File: src/hw/rtl/bale_pkg.sv
`timescale 1ns / 1ps

package bale_pkg;

   // list geometry
   localparam int DEPTH   = 16;
   localparam int IDX_W   = $clog2(DEPTH);
   localparam int CNT_W   = $clog2(DEPTH + 1);
   localparam int WORD_W  = 32;

   // fixed field widths
   localparam int MODE_W  = 2;
   localparam int POS_W   = 5;
   localparam int STAT_W  = 3;
   localparam int FOUND_W = 4;
   localparam int COUNT_W = 5;

   // pointer wide enough for both a position and a count
   localparam int PTR_W   = (POS_W > CNT_W) ? POS_W : CNT_W;

   // packed stream widths
   localparam int REQ_DATA_W = ((WORD_W + POS_W + 7) / 8) * 8;
   localparam int RSP_FLD_W  = STAT_W + FOUND_W + COUNT_W;
   localparam int RSP_DATA_W = ((RSP_FLD_W + 7) / 8) * 8;

   typedef enum logic [MODE_W-1:0] {
      MODE_INSERT = 2'd0,
      MODE_DELETE = 2'd1,
      MODE_LOCATE = 2'd2,
      MODE_SORTED = 2'd3
   } mode_type;

   typedef enum logic [STAT_W-1:0] {
      STAT_OK       = 3'd0,
      STAT_FULL     = 3'd1,
      STAT_EMPTY    = 3'd2,
      STAT_BADPOS   = 3'd3,
      STAT_NOTFOUND = 3'd4
   } status_type;

   typedef enum logic [2:0] {
      S_IDLE,
      S_CHECK,
      S_READ,
      S_EVAL,
      S_PUT,
      S_DONE
   } state_type;

   // controller -> datapath
   typedef struct packed {
      logic load_req;  // capture the accepted request
      logic init;      // precheck result and start pointer
      logic rd;        // read the next entry
      logic step;      // advance the pointer, moving an entry except in locate
      logic hit;       // locate matched at the pointer
      logic put;       // write the request value at the pointer
      logic load_rsp;  // commit count and load the result register
   } cmd_type;

   // datapath -> controller
   typedef struct packed {
      logic chk_fail;   // request rejected up front
      logic loop_more;  // another entry to visit
      logic eval_go;    // keep walking after this entry
      logic hit;        // locate found the value
      logic needs_put;  // value gets written at the end
   } sts_type;

endpackage

File: src/hw/rtl/bale_ctrl.sv
`timescale 1ns / 1ps

module bale_ctrl (
   input  logic              clock,
   input  logic              reset,
   input  logic              req_tvalid,
   output logic              req_tready,
   output logic              rsp_tvalid,
   input  logic              rsp_tready,
   input  bale_pkg::sts_type sts,
   output bale_pkg::cmd_type cmd
);
   import bale_pkg::*;

   state_type state_ff, state_in;
   logic      rsp_valid_ff, rsp_valid_in;

   // state and result-valid registers
   always_ff @(posedge clock) begin
      if (reset) begin
         state_ff     <= S_IDLE;
         rsp_valid_ff <= 1'b0;
      end else begin
         state_ff     <= state_in;
         rsp_valid_ff <= rsp_valid_in;
      end
   end

   // next state and commands
   always_comb begin
      state_in   = state_ff;
      cmd        = '0;
      req_tready = 1'b0;
      case (state_ff)
         S_IDLE: begin
            req_tready = 1'b1;
            if (req_tvalid) begin
               cmd.load_req = 1'b1;
               state_in     = S_CHECK;
            end
         end
         S_CHECK: begin
            cmd.init = 1'b1;
            state_in = sts.chk_fail ? S_DONE : S_READ;
         end
         S_READ: begin
            if (sts.loop_more) begin
               cmd.rd   = 1'b1;
               state_in = S_EVAL;
            end else if (sts.needs_put) begin
               state_in = S_PUT;
            end else begin
               state_in = S_DONE;
            end
         end
         S_EVAL: begin
            if (sts.hit) begin
               cmd.hit  = 1'b1;
               state_in = S_DONE;
            end else if (sts.eval_go) begin
               cmd.step = 1'b1;
               state_in = S_READ;
            end else begin
               state_in = S_PUT;
            end
         end
         S_PUT: begin
            cmd.put  = 1'b1;
            state_in = S_DONE;
         end
         S_DONE: begin
            // wait for room in the result register
            if (!rsp_valid_ff || rsp_tready) begin
               cmd.load_rsp = 1'b1;
               state_in     = S_IDLE;
            end
         end
         default: begin
            state_in = S_IDLE;
         end
      endcase
   end

   // result valid: set on load, cleared on transfer
   always_comb begin
      if (cmd.load_rsp) begin
         rsp_valid_in = 1'b1;
      end else if (rsp_tready) begin
         rsp_valid_in = 1'b0;
      end else begin
         rsp_valid_in = rsp_valid_ff;
      end
   end

   assign rsp_tvalid = rsp_valid_ff;

endmodule

File: src/hw/rtl/bale_dp.sv
`timescale 1ns / 1ps

module bale_dp (
   input  logic                            clock,
   input  logic                            reset,
   input  logic [bale_pkg::REQ_DATA_W-1:0] req_tdata,
   input  logic [bale_pkg::MODE_W-1:0]     req_tuser,
   output logic [bale_pkg::RSP_DATA_W-1:0] rsp_tdata,
   input  bale_pkg::cmd_type               cmd,
   output bale_pkg::sts_type               sts
);
   import bale_pkg::*;

   // list storage, one write and one registered read per cycle
   logic signed [WORD_W-1:0] mem [DEPTH];
   logic signed [WORD_W-1:0] rd_data_ff;

   // request and walk registers
   mode_type                 mode_ff;
   logic signed [WORD_W-1:0] value_ff;
   logic [POS_W-1:0]         pos_ff;
   logic [CNT_W-1:0]         cnt_ff, cnt_in;
   logic [PTR_W-1:0]         ptr_ff, ptr_in;
   status_type               status_ff, status_in;
   logic [FOUND_W-1:0]       found_ff, found_in;

   // result register
   status_type               rsp_status_ff;
   logic [FOUND_W-1:0]       rsp_found_ff;
   logic [COUNT_W-1:0]       rsp_count_ff;

   logic [PTR_W-1:0]         cnt_x;
   logic [PTR_W-1:0]         pos_x;
   logic [PTR_W-1:0]         ptr_dec;
   logic [PTR_W-1:0]         ptr_inc;
   logic [PTR_W-1:0]         rd_ptr;
   status_type               chk_status;
   logic                     match;
   logic                     le;
   logic                     wr_en;
   logic signed [WORD_W-1:0] wr_data;

   assign cnt_x   = PTR_W'(cnt_ff);
   assign pos_x   = PTR_W'(pos_ff);
   assign ptr_dec = ptr_ff - PTR_W'(1);
   assign ptr_inc = ptr_ff + PTR_W'(1);
   assign match   = (rd_data_ff == value_ff);
   assign le      = (value_ff <= rd_data_ff);

   // up-front checks
   always_comb begin
      chk_status = STAT_OK;
      case (mode_ff)
         MODE_INSERT: begin
            if (cnt_x >= PTR_W'(DEPTH))  chk_status = STAT_FULL;
            else if (pos_x > cnt_x)      chk_status = STAT_BADPOS;
         end
         MODE_DELETE: begin
            if (cnt_x == '0)             chk_status = STAT_EMPTY;
            else if (pos_x >= cnt_x)     chk_status = STAT_BADPOS;
         end
         MODE_LOCATE: begin
            chk_status = STAT_NOTFOUND;
         end
         MODE_SORTED: begin
            if (cnt_x >= PTR_W'(DEPTH))  chk_status = STAT_FULL;
         end
         default: begin
            chk_status = STAT_OK;
         end
      endcase
   end

   // per-mode walk control
   always_comb begin
      sts           = '0;
      sts.chk_fail  = (mode_ff != MODE_LOCATE) && (chk_status != STAT_OK);
      sts.needs_put = (mode_ff == MODE_INSERT) || (mode_ff == MODE_SORTED);
      rd_ptr        = ptr_dec;
      case (mode_ff)
         MODE_INSERT: begin
            sts.loop_more = (ptr_ff > pos_x);
            sts.eval_go   = 1'b1;
         end
         MODE_DELETE: begin
            rd_ptr        = ptr_inc;
            sts.loop_more = (ptr_inc < cnt_x);
            sts.eval_go   = 1'b1;
         end
         MODE_LOCATE: begin
            rd_ptr        = ptr_ff;
            sts.loop_more = (ptr_ff < cnt_x);
            sts.eval_go   = !match;
            sts.hit       = match;
         end
         MODE_SORTED: begin
            sts.loop_more = (ptr_ff != '0);
            sts.eval_go   = le;
         end
         default: begin
            sts.loop_more = 1'b0;
         end
      endcase
   end

   // memory write: shifted entry or the new value
   assign wr_en   = (cmd.step && (mode_ff != MODE_LOCATE)) || cmd.put;
   assign wr_data = cmd.put ? value_ff : rd_data_ff;

   always_ff @(posedge clock) begin
      if (wr_en) begin
         mem[ptr_ff[IDX_W-1:0]] <= wr_data;
      end
      if (cmd.rd) begin
         rd_data_ff <= mem[rd_ptr[IDX_W-1:0]];
      end
   end

   // pointer, status and found index
   always_comb begin
      ptr_in    = ptr_ff;
      status_in = status_ff;
      found_in  = found_ff;
      if (cmd.init) begin
         status_in = chk_status;
         found_in  = '0;
         case (mode_ff)
            MODE_INSERT: ptr_in = cnt_x;
            MODE_DELETE: ptr_in = pos_x;
            MODE_LOCATE: ptr_in = '0;
            MODE_SORTED: ptr_in = cnt_x;
            default:     ptr_in = '0;
         endcase
      end else if (cmd.hit) begin
         status_in = STAT_OK;
         found_in  = FOUND_W'(ptr_ff);
      end else if (cmd.step) begin
         if ((mode_ff == MODE_INSERT) || (mode_ff == MODE_SORTED)) begin
            ptr_in = ptr_dec;
         end else begin
            ptr_in = ptr_inc;
         end
      end
   end

   // count commits when the result is loaded
   always_comb begin
      cnt_in = cnt_ff;
      if (cmd.load_rsp && (status_ff == STAT_OK)) begin
         if ((mode_ff == MODE_INSERT) || (mode_ff == MODE_SORTED)) begin
            cnt_in = cnt_ff + CNT_W'(1);
         end else if (mode_ff == MODE_DELETE) begin
            cnt_in = cnt_ff - CNT_W'(1);
         end
      end
   end

   always_ff @(posedge clock) begin
      if (reset) begin
         cnt_ff <= '0;
      end else begin
         cnt_ff <= cnt_in;
      end
   end

   // payload registers
   always_ff @(posedge clock) begin
      if (cmd.load_req) begin
         mode_ff  <= mode_type'(req_tuser);
         value_ff <= req_tdata[WORD_W-1:0];
         pos_ff   <= req_tdata[WORD_W+POS_W-1:WORD_W];
      end
      ptr_ff    <= ptr_in;
      status_ff <= status_in;
      found_ff  <= found_in;
      if (cmd.load_rsp) begin
         rsp_status_ff <= status_ff;
         rsp_found_ff  <= found_ff;
         rsp_count_ff  <= COUNT_W'(cnt_in);
      end
   end

   assign rsp_tdata = {{(RSP_DATA_W - RSP_FLD_W){1'b0}},
                       rsp_count_ff, rsp_found_ff, rsp_status_ff};

endmodule

File: src/hw/rtl/bounded_array_list_engine_unit.sv
`timescale 1ns / 1ps
// Bounded list engine: keeps up to 16 signed words plus a count.
// Request channel (req_): tuser carries the operation (insert at position,
// delete at position, locate value, sorted insert); tdata carries the
// value and the position. Each request transfer yields exactly one result
// transfer on rsp_ with status, found index and the entry count after it.
// Requests are taken one at a time: tready is high only while the engine is
// idle, so the next request can transfer in the cycle after a result loads.
// Each visited entry takes a registered read of the list memory, then a
// compare or a write back. Insert and delete move up to 15 entries, locate
// scans up to 16 on a hit or a miss, and sorted insert stops at the first
// smaller entry or moves all entries. Rejected requests (full, empty, bad
// position) go straight to the result without a walk.
// The result sits in an output register; a new request is taken while it
// waits, and if the receiver stalls, the next result waits in the engine
// until the register frees up. Reset empties the list (count zero) and
// drops any pending result; the list memory itself is not cleared.

module bounded_array_list_engine_unit (
   input  logic                            clock,
   input  logic                            reset,
   input  logic                            req_tvalid,
   output logic                            req_tready,
   // req_tdata, low to high: value[31:0], position[36:32], zero pad
   input  logic [bale_pkg::REQ_DATA_W-1:0] req_tdata,
   // req_tuser: mode[1:0]
   input  logic [bale_pkg::MODE_W-1:0]     req_tuser,
   output logic                            rsp_tvalid,
   input  logic                            rsp_tready,
   // rsp_tdata, low to high: status[2:0], found_index[6:3],
   // entry_count[11:7], zero pad
   output logic [bale_pkg::RSP_DATA_W-1:0] rsp_tdata
);
   import bale_pkg::*;

   cmd_type cmd;
   sts_type sts;

   bale_ctrl u_ctrl (
      .clock      (clock),
      .reset      (reset),
      .req_tvalid (req_tvalid),
      .req_tready (req_tready),
      .rsp_tvalid (rsp_tvalid),
      .rsp_tready (rsp_tready),
      .sts        (sts),
      .cmd        (cmd)
   );

   bale_dp u_dp (
      .clock     (clock),
      .reset     (reset),
      .req_tdata (req_tdata),
      .req_tuser (req_tuser),
      .rsp_tdata (rsp_tdata),
      .cmd       (cmd),
      .sts       (sts)
   );

endmodule

File: config.mk
export PLATFORM = sky130hd
export DESIGN_NAME = bounded_array_list_engine_unit
export DESIGN_NICKNAME = d
export VERILOG_FILES = /design/src/hw/rtl/bale_pkg.sv /design/src/hw/rtl/bale_ctrl.sv /design/src/hw/rtl/bale_dp.sv /design/src/hw/rtl/bounded_array_list_engine_unit.sv
export SDC_FILE = /design/constraint.sdc
export NUM_CORES = 1
export LEC_CHECK = 0
export ABC_AREA = 0
export BUFFER_PORTS_ARGS = -buffer_cell sky130_fd_sc_hd__buf_4
export CAP_MARGIN = 20
export CELL_PAD_IN_SITES_DETAIL_PLACEMENT = 0
export CELL_PAD_IN_SITES_GLOBAL_PLACEMENT = 1
export CORE_MARGIN = 8
export CORE_UTILIZATION = 40
export DETAILED_ROUTE_END_ITERATION = 10
export GPL_TIMING_DRIVEN = 0
export PLACE_DENSITY = 0.73
export SYNTH_ARGS = -nofsm -noshare
export SYNTH_HDL_FRONTEND = slang
export SYNTH_SLANG_ARGS = --single-unit
File: constraint.sdc
create_clock -name clock -period 5.53 [get_ports clock]
set_input_delay 0.8295 -clock clock [delete_from_list [all_inputs] [get_ports clock]]
set_output_delay 0.8295 -clock clock [all_outputs]
set_load 0.02 [all_outputs]
* After elaboration in Yosys (flattened, before gate mapping)
Memory sizes are Yosys's and may differ from the RTL's. A register that Yosys moved wholly into a read port is not among the register bits.
Index checks and enable logic that the tools add are counted.
** Cells by class
- Add/sub/neg operators :: 4
- Equal/unequal tests :: 13
- Reduce and logical (&&, ||, !) cells :: 20
- $lt $le $gt $ge :: 7
- Muxes and demuxes :: 45
** Operators with widths (number)
- two-way mux 5 bit :: 7
- == test 32 bit :: 1
- <= comparator 32 bit :: 1
- two-way mux 32 bit :: 1
- two-way mux 3 bit :: 10
- two-way mux 1 bit :: 19
- one-hot mux 3 bit (6 select lines) :: 1
- one-hot mux 5 bit (3 select lines) :: 1
- one-hot mux 3 bit (4 select lines) :: 1
- adder 5 x 1 -> 5 bit (second input constant) :: 2
- greater-than comparator 5 bit :: 2
- < comparator 5 bit :: 2
- subtractor 5 x 1 -> 5 bit (second input constant) :: 2
- one-hot mux 2 bit (4 select lines) :: 1
- one-hot mux 4 bit (2 select lines) :: 1
- == test 3 x 2 -> 1 bit (second input constant) :: 2
- == test 3 bit (second input constant) :: 2
- logical NOT 3 bit :: 2
- two-way mux 2 bit :: 3
- nonzero test 2 bit :: 3
- >= comparator 5 bit :: 1
- >= comparator 5 bit (second input constant) :: 1
- logical NOT 5 bit :: 1
- nonzero test 5 bit :: 1
- 12 further kinds :: 21
** Storage, ports and cells
- Output and inout port bits :: 18
- Register bits after elaboration :: 72
- Input bits :: 46
- Memories :: 1
- Bits in writable memories :: 512
** Memory list
- u_dp.mem :: words 16, width 32, read ports 1, clocked after Yosys merged registers in 1, write ports 1, line bale_dp.sv:15 : logic signed [WORD_W-1:0] mem [DEPTH];

* Longest topological paths before layout
Gate-level depths: netlist of the first run.
- Depth in word-level cells :: 10
- Depth in mapped cells :: 12
- Mapped depth without buffers :: 11

* Modules after synthesis
A second synthesis of the first run with hierarchy kept.
** Unflattened totals
- Cells, all modules :: 1595
- Area total of the unflattened synthesis :: 26434.1 µm²
** Modules (own cells, without submodules)
- bale_dp :: area an instance 26122.6 µm², cells an instance 1558, times used 1
- bale_ctrl :: area an instance 311.5 µm², cells an instance 37, times used 1

* Worst setup path after synthesis of the first run
OpenSTA, ideal clock, no wires.
- Path type :: register to register
- Start :: register u_dp.value_ff[17]
- End :: memory u_dp.mem[3][0], enable pin
- Stages on the path, launching flop included :: 10
- Library setup time :: 501 ps
- Data arrival time :: 5003 ps
- Clock period less this slack :: 5505 ps
- Buffers on the path :: 0
- Data required time :: 5029 ps
- Setup slack :: 25 ps
- Cell sequence :: edfxtp_1 -> ha_1 -> a211oi_2 -> o21bai_1 -> a221oi_1 -> o211ai_1 -> a211oi_2 -> xnor2_1 -> o21ai_4 -> nor4_1
** On the way
- Word-level cells in the longest chain between the ends :: 10
** Ends and longest elaborated chain
- start: declaration :: line bale_dp.sv:20 : logic signed [WORD_W-1:0] value_ff;
- start signal: assignment :: line bale_dp.sv:170 : value_ff <= req_tdata[WORD_W-1:0];
- parallel branches: the longest is 4 deep, another holds <= comparator 32 bit
- two-way mux 1 bit * :: line bale_ctrl.sv:57 : if (sts.hit) begin
- two-way mux 2 bit * :: line bale_ctrl.sv:34 : case (state_ff)
- logical AND 1 bit * :: line bale_dp.sv:107 : assign wr_en = (cmd.step && (mode_ff != MODE_LOCATE)) || cmd.put;
- logical OR 1 bit * :: line bale_dp.sv:107
- two-way mux 1 bit * :: line bale_dp.sv:111 : if (wr_en) begin
- two-way mux 1 bit (implied by the code) * :: line bale_dp.sv:112 : mem[ptr_ff[IDX_W-1:0]] <= wr_data;
- end: declaration :: line bale_dp.sv:15
Every way passes the cells marked *.

* Worst setup path in the final report of the first run
- Start :: register u_dp.value_ff[22]
- End :: memory u_dp.mem[3][31], enable pin
The elaborated chain is that of the path after synthesis.

==> results.json, run 1 <==
{
  "numPortBuffers": 56,
  "worstHoldPathType": "in -> reg",
  "yosysTopAreaCellShare": 0.716,
  "async_flop_share": 0,
  "n_antenna_cell": 0,
  "layoutNonFillerInstCount": 2508,
  "timing_worst_slew_pin_value_ns": 1.10,
  "p_int_uw": 10600,
  "ctsHtreeMaxLevel": 2,
  "antenna_found_initial": 0,
  "grt_overflow_total": 0,
  "drc": 0,
  "postRouteAntennaNets": 0,
  "post_cts_buffers": 0,
  "path_clk_slew_ns": 0.06,
  "seqPwrFrac": 0.378,
  "p_comb_frac": 0.339,
  "cp_data_required_time_ns": 5.89,
  "synth_edf_count": 603,
  "synth_fa_ha_area_frac": 0.0302,
  "p_clk_frac": 0.282,
  "dp_hpwl_um": 39300,
  "multi_input_area_mm2": 0.00647,
  "syn_to_final_growth_pct": 17.8,
  "cts_hold_buf": 0,
  "ys_seq_elements": 616,
  "synth_top_area_cell": "edfxtp_1",
  "hold_viol": 0,
  "fin_setup_tns_ns": 0,
  "status": "finished clean",
  "p_leak_uw": 0.00989,
  "netlist_area_mm2": 0.0253,
  "synthMuxAreaShare": 0.116,
  "die_h_um": 267,
  "numCtsBuffers": 61,
  "synth_cells": 1423,
  "clock_skew_ns": 0.0320,
  "rsz0062_at_grt": "false",
  "hold_slack_ns": 0.351,
  "rows": 92,
  "power_uw": 15600,
  "die-area_mm2": 0.0715,
  "grt_pass1_vias": 13700,
  "wl_per_cell_um": 23.2,
  "yosys.area_share.xor_xnor": 0.00381,
  "yosysUniqueCellTypes": 60,
  "grt_pass1_wl_um": 87600,
  "clockBufferDepth": 3,
  "num-fill-cells": 5285,
  "synth_top_family_by_area": "multiplexers",
  "slew-limit-headroom": 0.263,
  "start_kind": "flip-flop",
  "seq_area_frac_synth": 0.726,
  "cp-end-kind": "flip-flop",
  "synth-simple-area-share": 0.0533,
  "worstSetupPathType": "reg -> reg",
  "power_density_mw_per_mm2": 524,
  "synth_ff_type": "edfxtp_1",
  "coreArea_mm2": 0.0629,
  "synth_compound_area_frac": 0.0469,
  "syn_area_per_cell_um2": 17.8,
  "grtUsageTotal": 0.163,
  "dieWidth_um": 267,
  "dr_total_vias": 13500,
  "timing.final.ws_setup_ns": 0.423,
  "crit_path_max_fanout": 7,
  "max_cap_viol_count": 0,
  "drtIter0Drc": 1350,
  "switching_share": 0.322,
  "timing.final.crit_share": 0.923,
  "vdd_drop_max_v": 0.000260,
  "viasPerCell": 5.39,
  "final_max_slew_viol_count": 0,
  "power_switching_uw": 5020,
  "clock_latency_ns": 0.65,
  "wirelength_um": 58300,
  "placedCellCount": 2391,
  "drive_gt1_frac": 0.248,
  "ioPinCount": 64,
  "cts_resized": 0,
  "cp.arrival_ns": 5.46,
  "finalSetupViolations": 0,
  "max_freq_ghz": 0.196,
  "firstDrtPassIters": 5,
  "start_util": 0.402,
  "synth_top_cells_by_area": "edfxtp_1 (72%), mux4_2 (11%), ha_1 (3.0%)",
  "cts_tree": "done",
  "final_net_count": 1718,
  "gp_congestion": 0.785,
  "place_ws_ns": 0.338,
  "ff_latch_area_mm2": 0.0184,
  "yosys_warnings": 0,
  "fin_crit_ns": 5.11,
  "root_buffer": "clkbuf_16",
  "grt_start_max_net_pins": 24,
  "cts.sinks": 616
}
==> state kept, by name, summed over array words and instances (netlist names) <==
register,flops
u_dp.rsp_status_ff,3
u_dp.cnt_ff,5
u_ctrl.rsp_tvalid,1
u_ctrl.state_ff,3
u_dp.mem,512
u_dp.mode_ff,2
u_dp.pos_ff,5
u_dp.status_ff,3
u_dp.rsp_count_ff,5
u_dp.rd_data_ff,32
u_dp.value_ff,32
u_dp.ptr_ff,5
u_dp.rsp_found_ff,4
u_dp.found_ff,4
==> per-layer routing <==
metal	up-vias	part of all wire	track usage
met5	-	0	0
li1	6018	-	-
met3	86	0.072	0.0309
met2	431	0.48	0.266
met4	0	0.025	0.0488
met1	6991	0.42	0.223
==> worst max-delay path, stage by stage, from the launching register on <==
cell and delay [ns]:
edfxtp_1 0.44, ha_1 0.33, nand3_1 0.16, nor4_1 0.83, nand2_1 0.27, nor4_1 0.81, or4_1 0.26, o21ai_4 0.13
nor4_2 0.65, buf_4 0.32, buf_4 0.21, buf_4 0.19, buf_4 0.19
==> cell usage in the layout (no fill, tap or decap), types with 19 or more instances in the layout <==
cell type / Yosys / routed
and2_1: 34 / 33
buf_4: 12 / 97
edfxtp_1: 603 / 603
a31oi_1: 35 / 35
clkbuf_1: 37 / 42
nor2_1: 39 / 28
nand3_1: 19 / 19
inv_1: 52 / 52
buf_2: 17 / 22
a211oi_1: 36 / 36
o21ai_0: 49 / 44
ha_1: 61 / 61
clkbuf_16: 0 / 61
a21oi_1: 30 / 29
nand2_1: 138 / 138
mux4_2: 128 / 128
buf_6: 4 / 19
==> final timing paths <==
kind                                 start                        endpoint  slack (ns)  cells past startpoint
min reg2reg  u_dp.found_ff[3]$_SDFFE_PP0P_  u_dp.rsp_found_ff[3]$_DFFE_PP_        0.45                      0
max reg2reg    u_dp.value_ff[22]$_DFFE_PP_       u_dp.mem[3][31]$_DFFE_PP_        0.42                     12
min                          req_tdata[28]     u_dp.value_ff[28]$_DFFE_PP_        0.35                      1
max            u_dp.value_ff[22]$_DFFE_PP_       u_dp.mem[3][31]$_DFFE_PP_        0.42                     12
==> per-stage QoR <==
stage,utilization,area (um^2)
3_5_place_dp,0.439,27600
2_1_floorplan,-,25300
3_3_place_gp,0.426,26800
6_report,0.474,29800
5_1_grt,0.474,29800
4_1_cts,0.474,29800
==> cells by family (layout without fill, tap and decap cells) <==
logic type / after synthesis / after routing
flip-flops: 616 / 616
AND/OR/NAND/NOR: 288 / 288
AO/OA/AOI/OAI: 183 / 183
multiplexers: 134 / 134
buffers and inverters: 129 / 365
adder cells (fa/ha/maj): 61 / 61
XOR/XNOR: 11 / 11
other: 1 / 4
==> power groups by stage <==
stage	combinational [uW]	clock, uW	sequential, uW
after detailed placement	5350	0	6000
after floorplan	3710	0	5950
after global placement	5110	0	6030
after global routing	5820	4660	5920
final	5300	4400	5910
after CTS	5380	4470	5910
==> synth_stat cells, drive strengths merged, types with 34 or more instances <==
library cell  count
and2             34
a31oi            35
nand2           138
clkbuf           37
mux4            128
nor2             40
inv              53
o21ai            50
a211oi           39
buf              39
edfxtp          603
ha               61
==> final cells by class <==
cell class | count | share of cell area
Sequential cell | 616 | 0.617
Multi-Input combinational cell | 681 | 0.217
Clock buffer | 66 | 0.0519
Timing Repair Buffer | 122 | 0.0385
Tap cell | 846 | 0.0355
Clock inverter | 48 | 0.0205
Buffer | 76 | 0.0128
Inverter | 53 | 0.00668
(Power assumes the default switching activity.)
==> run 2, diff against run 1 <==
--- a/config.mk
+++ b/config.mk
@@ -9,3 +9,2 @@
 export BUFFER_PORTS_ARGS = -buffer_cell sky130_fd_sc_hd__buf_4
-export CAP_MARGIN = 20
 export CELL_PAD_IN_SITES_DETAIL_PLACEMENT = 0
@@ -13,6 +12,6 @@
 export CORE_MARGIN = 8
-export CORE_UTILIZATION = 40
+export CORE_UTILIZATION = 30
 export DETAILED_ROUTE_END_ITERATION = 10
 export GPL_TIMING_DRIVEN = 0
-export PLACE_DENSITY = 0.73
+export PLACE_DENSITY = 0.6
 export SYNTH_ARGS = -nofsm -noshare
==> constraint.sdc (replaced) <==
create_clock -name clock -period 5.53 [get_ports clock]
set_input_delay 1.3825 -clock clock [delete_from_list [all_inputs] [get_ports clock]]
set_output_delay 1.3825 -clock clock [all_outputs]
set_load 0.02 [all_outputs]
==> run 2 against run 1 <==
Compared with the run above: worst setup slack gained 0.10 ns; register-to-register slack gained 0.10 ns; global-route usage shrank 3.2 points; final cell count grew 8.9%.
==> results.json, run 2 (same netlist as run 1, synthesis figures left out) <==
{
  "power_density_mw_per_mm2": 515,
  "cp.arrival_ns": 5.30,
  "wirelength_um": 61700,
  "dieWidth_um": 306,
  "worstHoldPathType": "reg -> reg",
  "start_kind": "flip-flop",
  "coreArea_mm2": 0.0836,
  "die-area_mm2": 0.0939,
  "post_dp_cell_area_mm2": 0.0279,
  "rows": 106,
  "worst-path-buf-inv": 4,
  "drtIter0Drc": 989,
  "die_h_um": 306,
  "grt_start_max_net_pins": 25,
  "post_cts_buffers": 0,
  "placedCellCount": 2611,
  "clockBufferDepth": 3,
  "numCtsBuffers": 67,
  "start_util": 0.303,
  "cp_num_cells": 13,
  "dp_hpwl_um": 43000,
  "max_freq_ghz": 0.200,
  "drive_gt1_frac": 0.236,
  "r2r_start": "u_dp.value_ff[23]$_DFFE_PP_",
  "cp_slowest_stage_delay_ns": 0.71,
  "clock_latency_ns": 0.61,
  "ioPinCount": 64,
  "timing_worst_slew_pin_value_ns": 1.17,
  "cp_data_required_time_ns": 5.83,
  "root_buffer": "clkbuf_16",
  "final_area_mm2": 0.0300,
  "num-fill-cells": 7811,
  "layoutNonFillerInstCount": 2730,
  "antenna_found_initial": 0,
  "largest_register_ffs": 512,
  "numPortBuffers": 56,
  "slew-limit-headroom": 0.216,
  "fin_crit_ns": 5.01,
  "n_antenna_cell": 0,
  "grtUsageTotal": 0.131,
  "cts_tree": "done",
  "r2r_slack_ns": 0.52,
  "final_max_slew_viol_count": 0,
  "grt_overflow_total": 0,
  "hold_slack_ns": 0.439,
  "final_cell_mix": "edfxtp_1 (603), nand2_1 (138), mux4_2 (128)",
  "worstSetupPathType": "reg -> reg",
  "rsz0062_at_grt": "false",
  "whs_path_depth": 0,
  "path_clk_slew_ns": 0.06,
  "crit_path_max_fanout": 7,
  "critPathSlowestCell": "nor4_2",
  "p_leak_uw": 0.00981,
  "firstDrtPassIters": 5,
  "gp_congestion": 0.742,
  "hold_viol": 0,
  "rr_worst_depth": 13,
  "viasPerCell": 4.92,
  "cts.sinks": 616,
  "cp-end-kind": "flip-flop",
  "postRouteAntennaNets": 0,
  "grt_pass1_vias": 14000,
  "wl_per_cell_um": 22.6,
  "finalSetupViolations": 0,
  "clock_skew_ns": 0.0199,
  "final_util": 0.359,
  "reg2reg_to": "u_dp.mem[3][28]$_DFFE_PP_",
  "min_to": "u_dp.rsp_found_ff[1]$_DFFE_PP_",
  "syn_to_final_growth_pct": 18.6,
  "timing.final.crit_share": 0.905,
  "final_common_cell": "edfxtp_1",
  "vdd_drop_max_v": 0.000210,
  "grt_pass1_wl_um": 92000,
  "final_net_count": 1712,
  "ctsHtreeMaxLevel": 3,
  "cp_common_cell": "buf_4",
  "max_cap_viol_count": 0,
  "crit_chain": "ha_1 -> nand3_1 -> nor4_2 -> nand2_1 -> o211ai_1 -> a211oi_2 -> xnor2_1 -> o21ai_4 -> nor4_2 -> buf_4 -> buf_4 -> buf_4 -> buf_4",
  "min_from": "u_dp.found_ff[1]$_SDFFE_PP0P_",
  "drc": 0,
  "fin_setup_tns_ns": 0,
  "critical_path.top_delay_family": "simple AND/OR/NAND/NOR gates",
  "dr_total_vias": 13400,
  "status": "finished clean"
}
[run 2: changes by cell type in the layout (fill, tap and decap cells not counted), sizes merged]
cell / before / now
clkinv: 32 / 19
bufinv: 12 / 3
clkinvlp: 2 / 1
buf: 161 / 149
clkbuf: 103 / 123
inv: 55 / 58
[run 2: stage by stage]
stage                     setup slack (ns)  total power (uW)
after floorplan                     0.0250              9670
after global placement               -6.33             11300
after detailed placement            -0.107             11400
after CTS                            0.313             15700
after global routing                 0.345             16300
final                                0.524             15400
[run 2: power breakdown]
part / total (uW) / switching [uW] / internal (uW)
Clock: 4230 / 1790 / 2440
Combinational: 5310 / 3130 / 2180
Sequential: 5900 / 122 / 5780
[run 2: layout make-up]
class	count	area (um^2)	share of cell area
tap	1080	1350	0.0451
buffer	76	382	0.0127
multi-input combinational	681	6480	0.216
clock buffer	86	1790	0.0597
timing repair buffer	110	1170	0.0391
inverter	53	199	0.00663
clock inverter	28	245	0.00818
sequential	616	18400	0.613
[run 2: metal layers]
metal	wire length (um)	part of all wire	vias up	global-route usage
li1	-	-	6007	-
met1	28100	0.46	7026	0.179
met2	29400	0.48	307	0.214
met3	2740	0.044	94	0.0240
met4	1390	0.023	0	0.0356
met5	0	0	-	0
[run 2: worst max-delay path by stage]
| stage | startpoint | to |
|---|---|---|
| detailed placement | u_dp.value_ff[23]$_DFFE_PP_ | u_dp.mem[3][30]$_DFFE_PP_ |
| global route | u_dp.value_ff[22]$_DFFE_PP_ | u_dp.mem[3][28]$_DFFE_PP_ |
| floorplan | u_dp.value_ff[17]$_DFFE_PP_ | u_dp.mem[3][0]$_DFFE_PP_ |
| CTS | u_dp.value_ff[23]$_DFFE_PP_ | u_dp.mem[3][28]$_DFFE_PP_ |
| global placement | u_dp.value_ff[23]$_DFFE_PP_ | u_dp.mem[3][30]$_DFFE_PP_ |
| finish | u_dp.value_ff[23]$_DFFE_PP_ | u_dp.mem[3][28]$_DFFE_PP_ |
[run 2: what timing repair did]
item	in CTS	in global routing
resized for setup	1	0
setup endpoints to repair	7	0
hold buffers	0	0
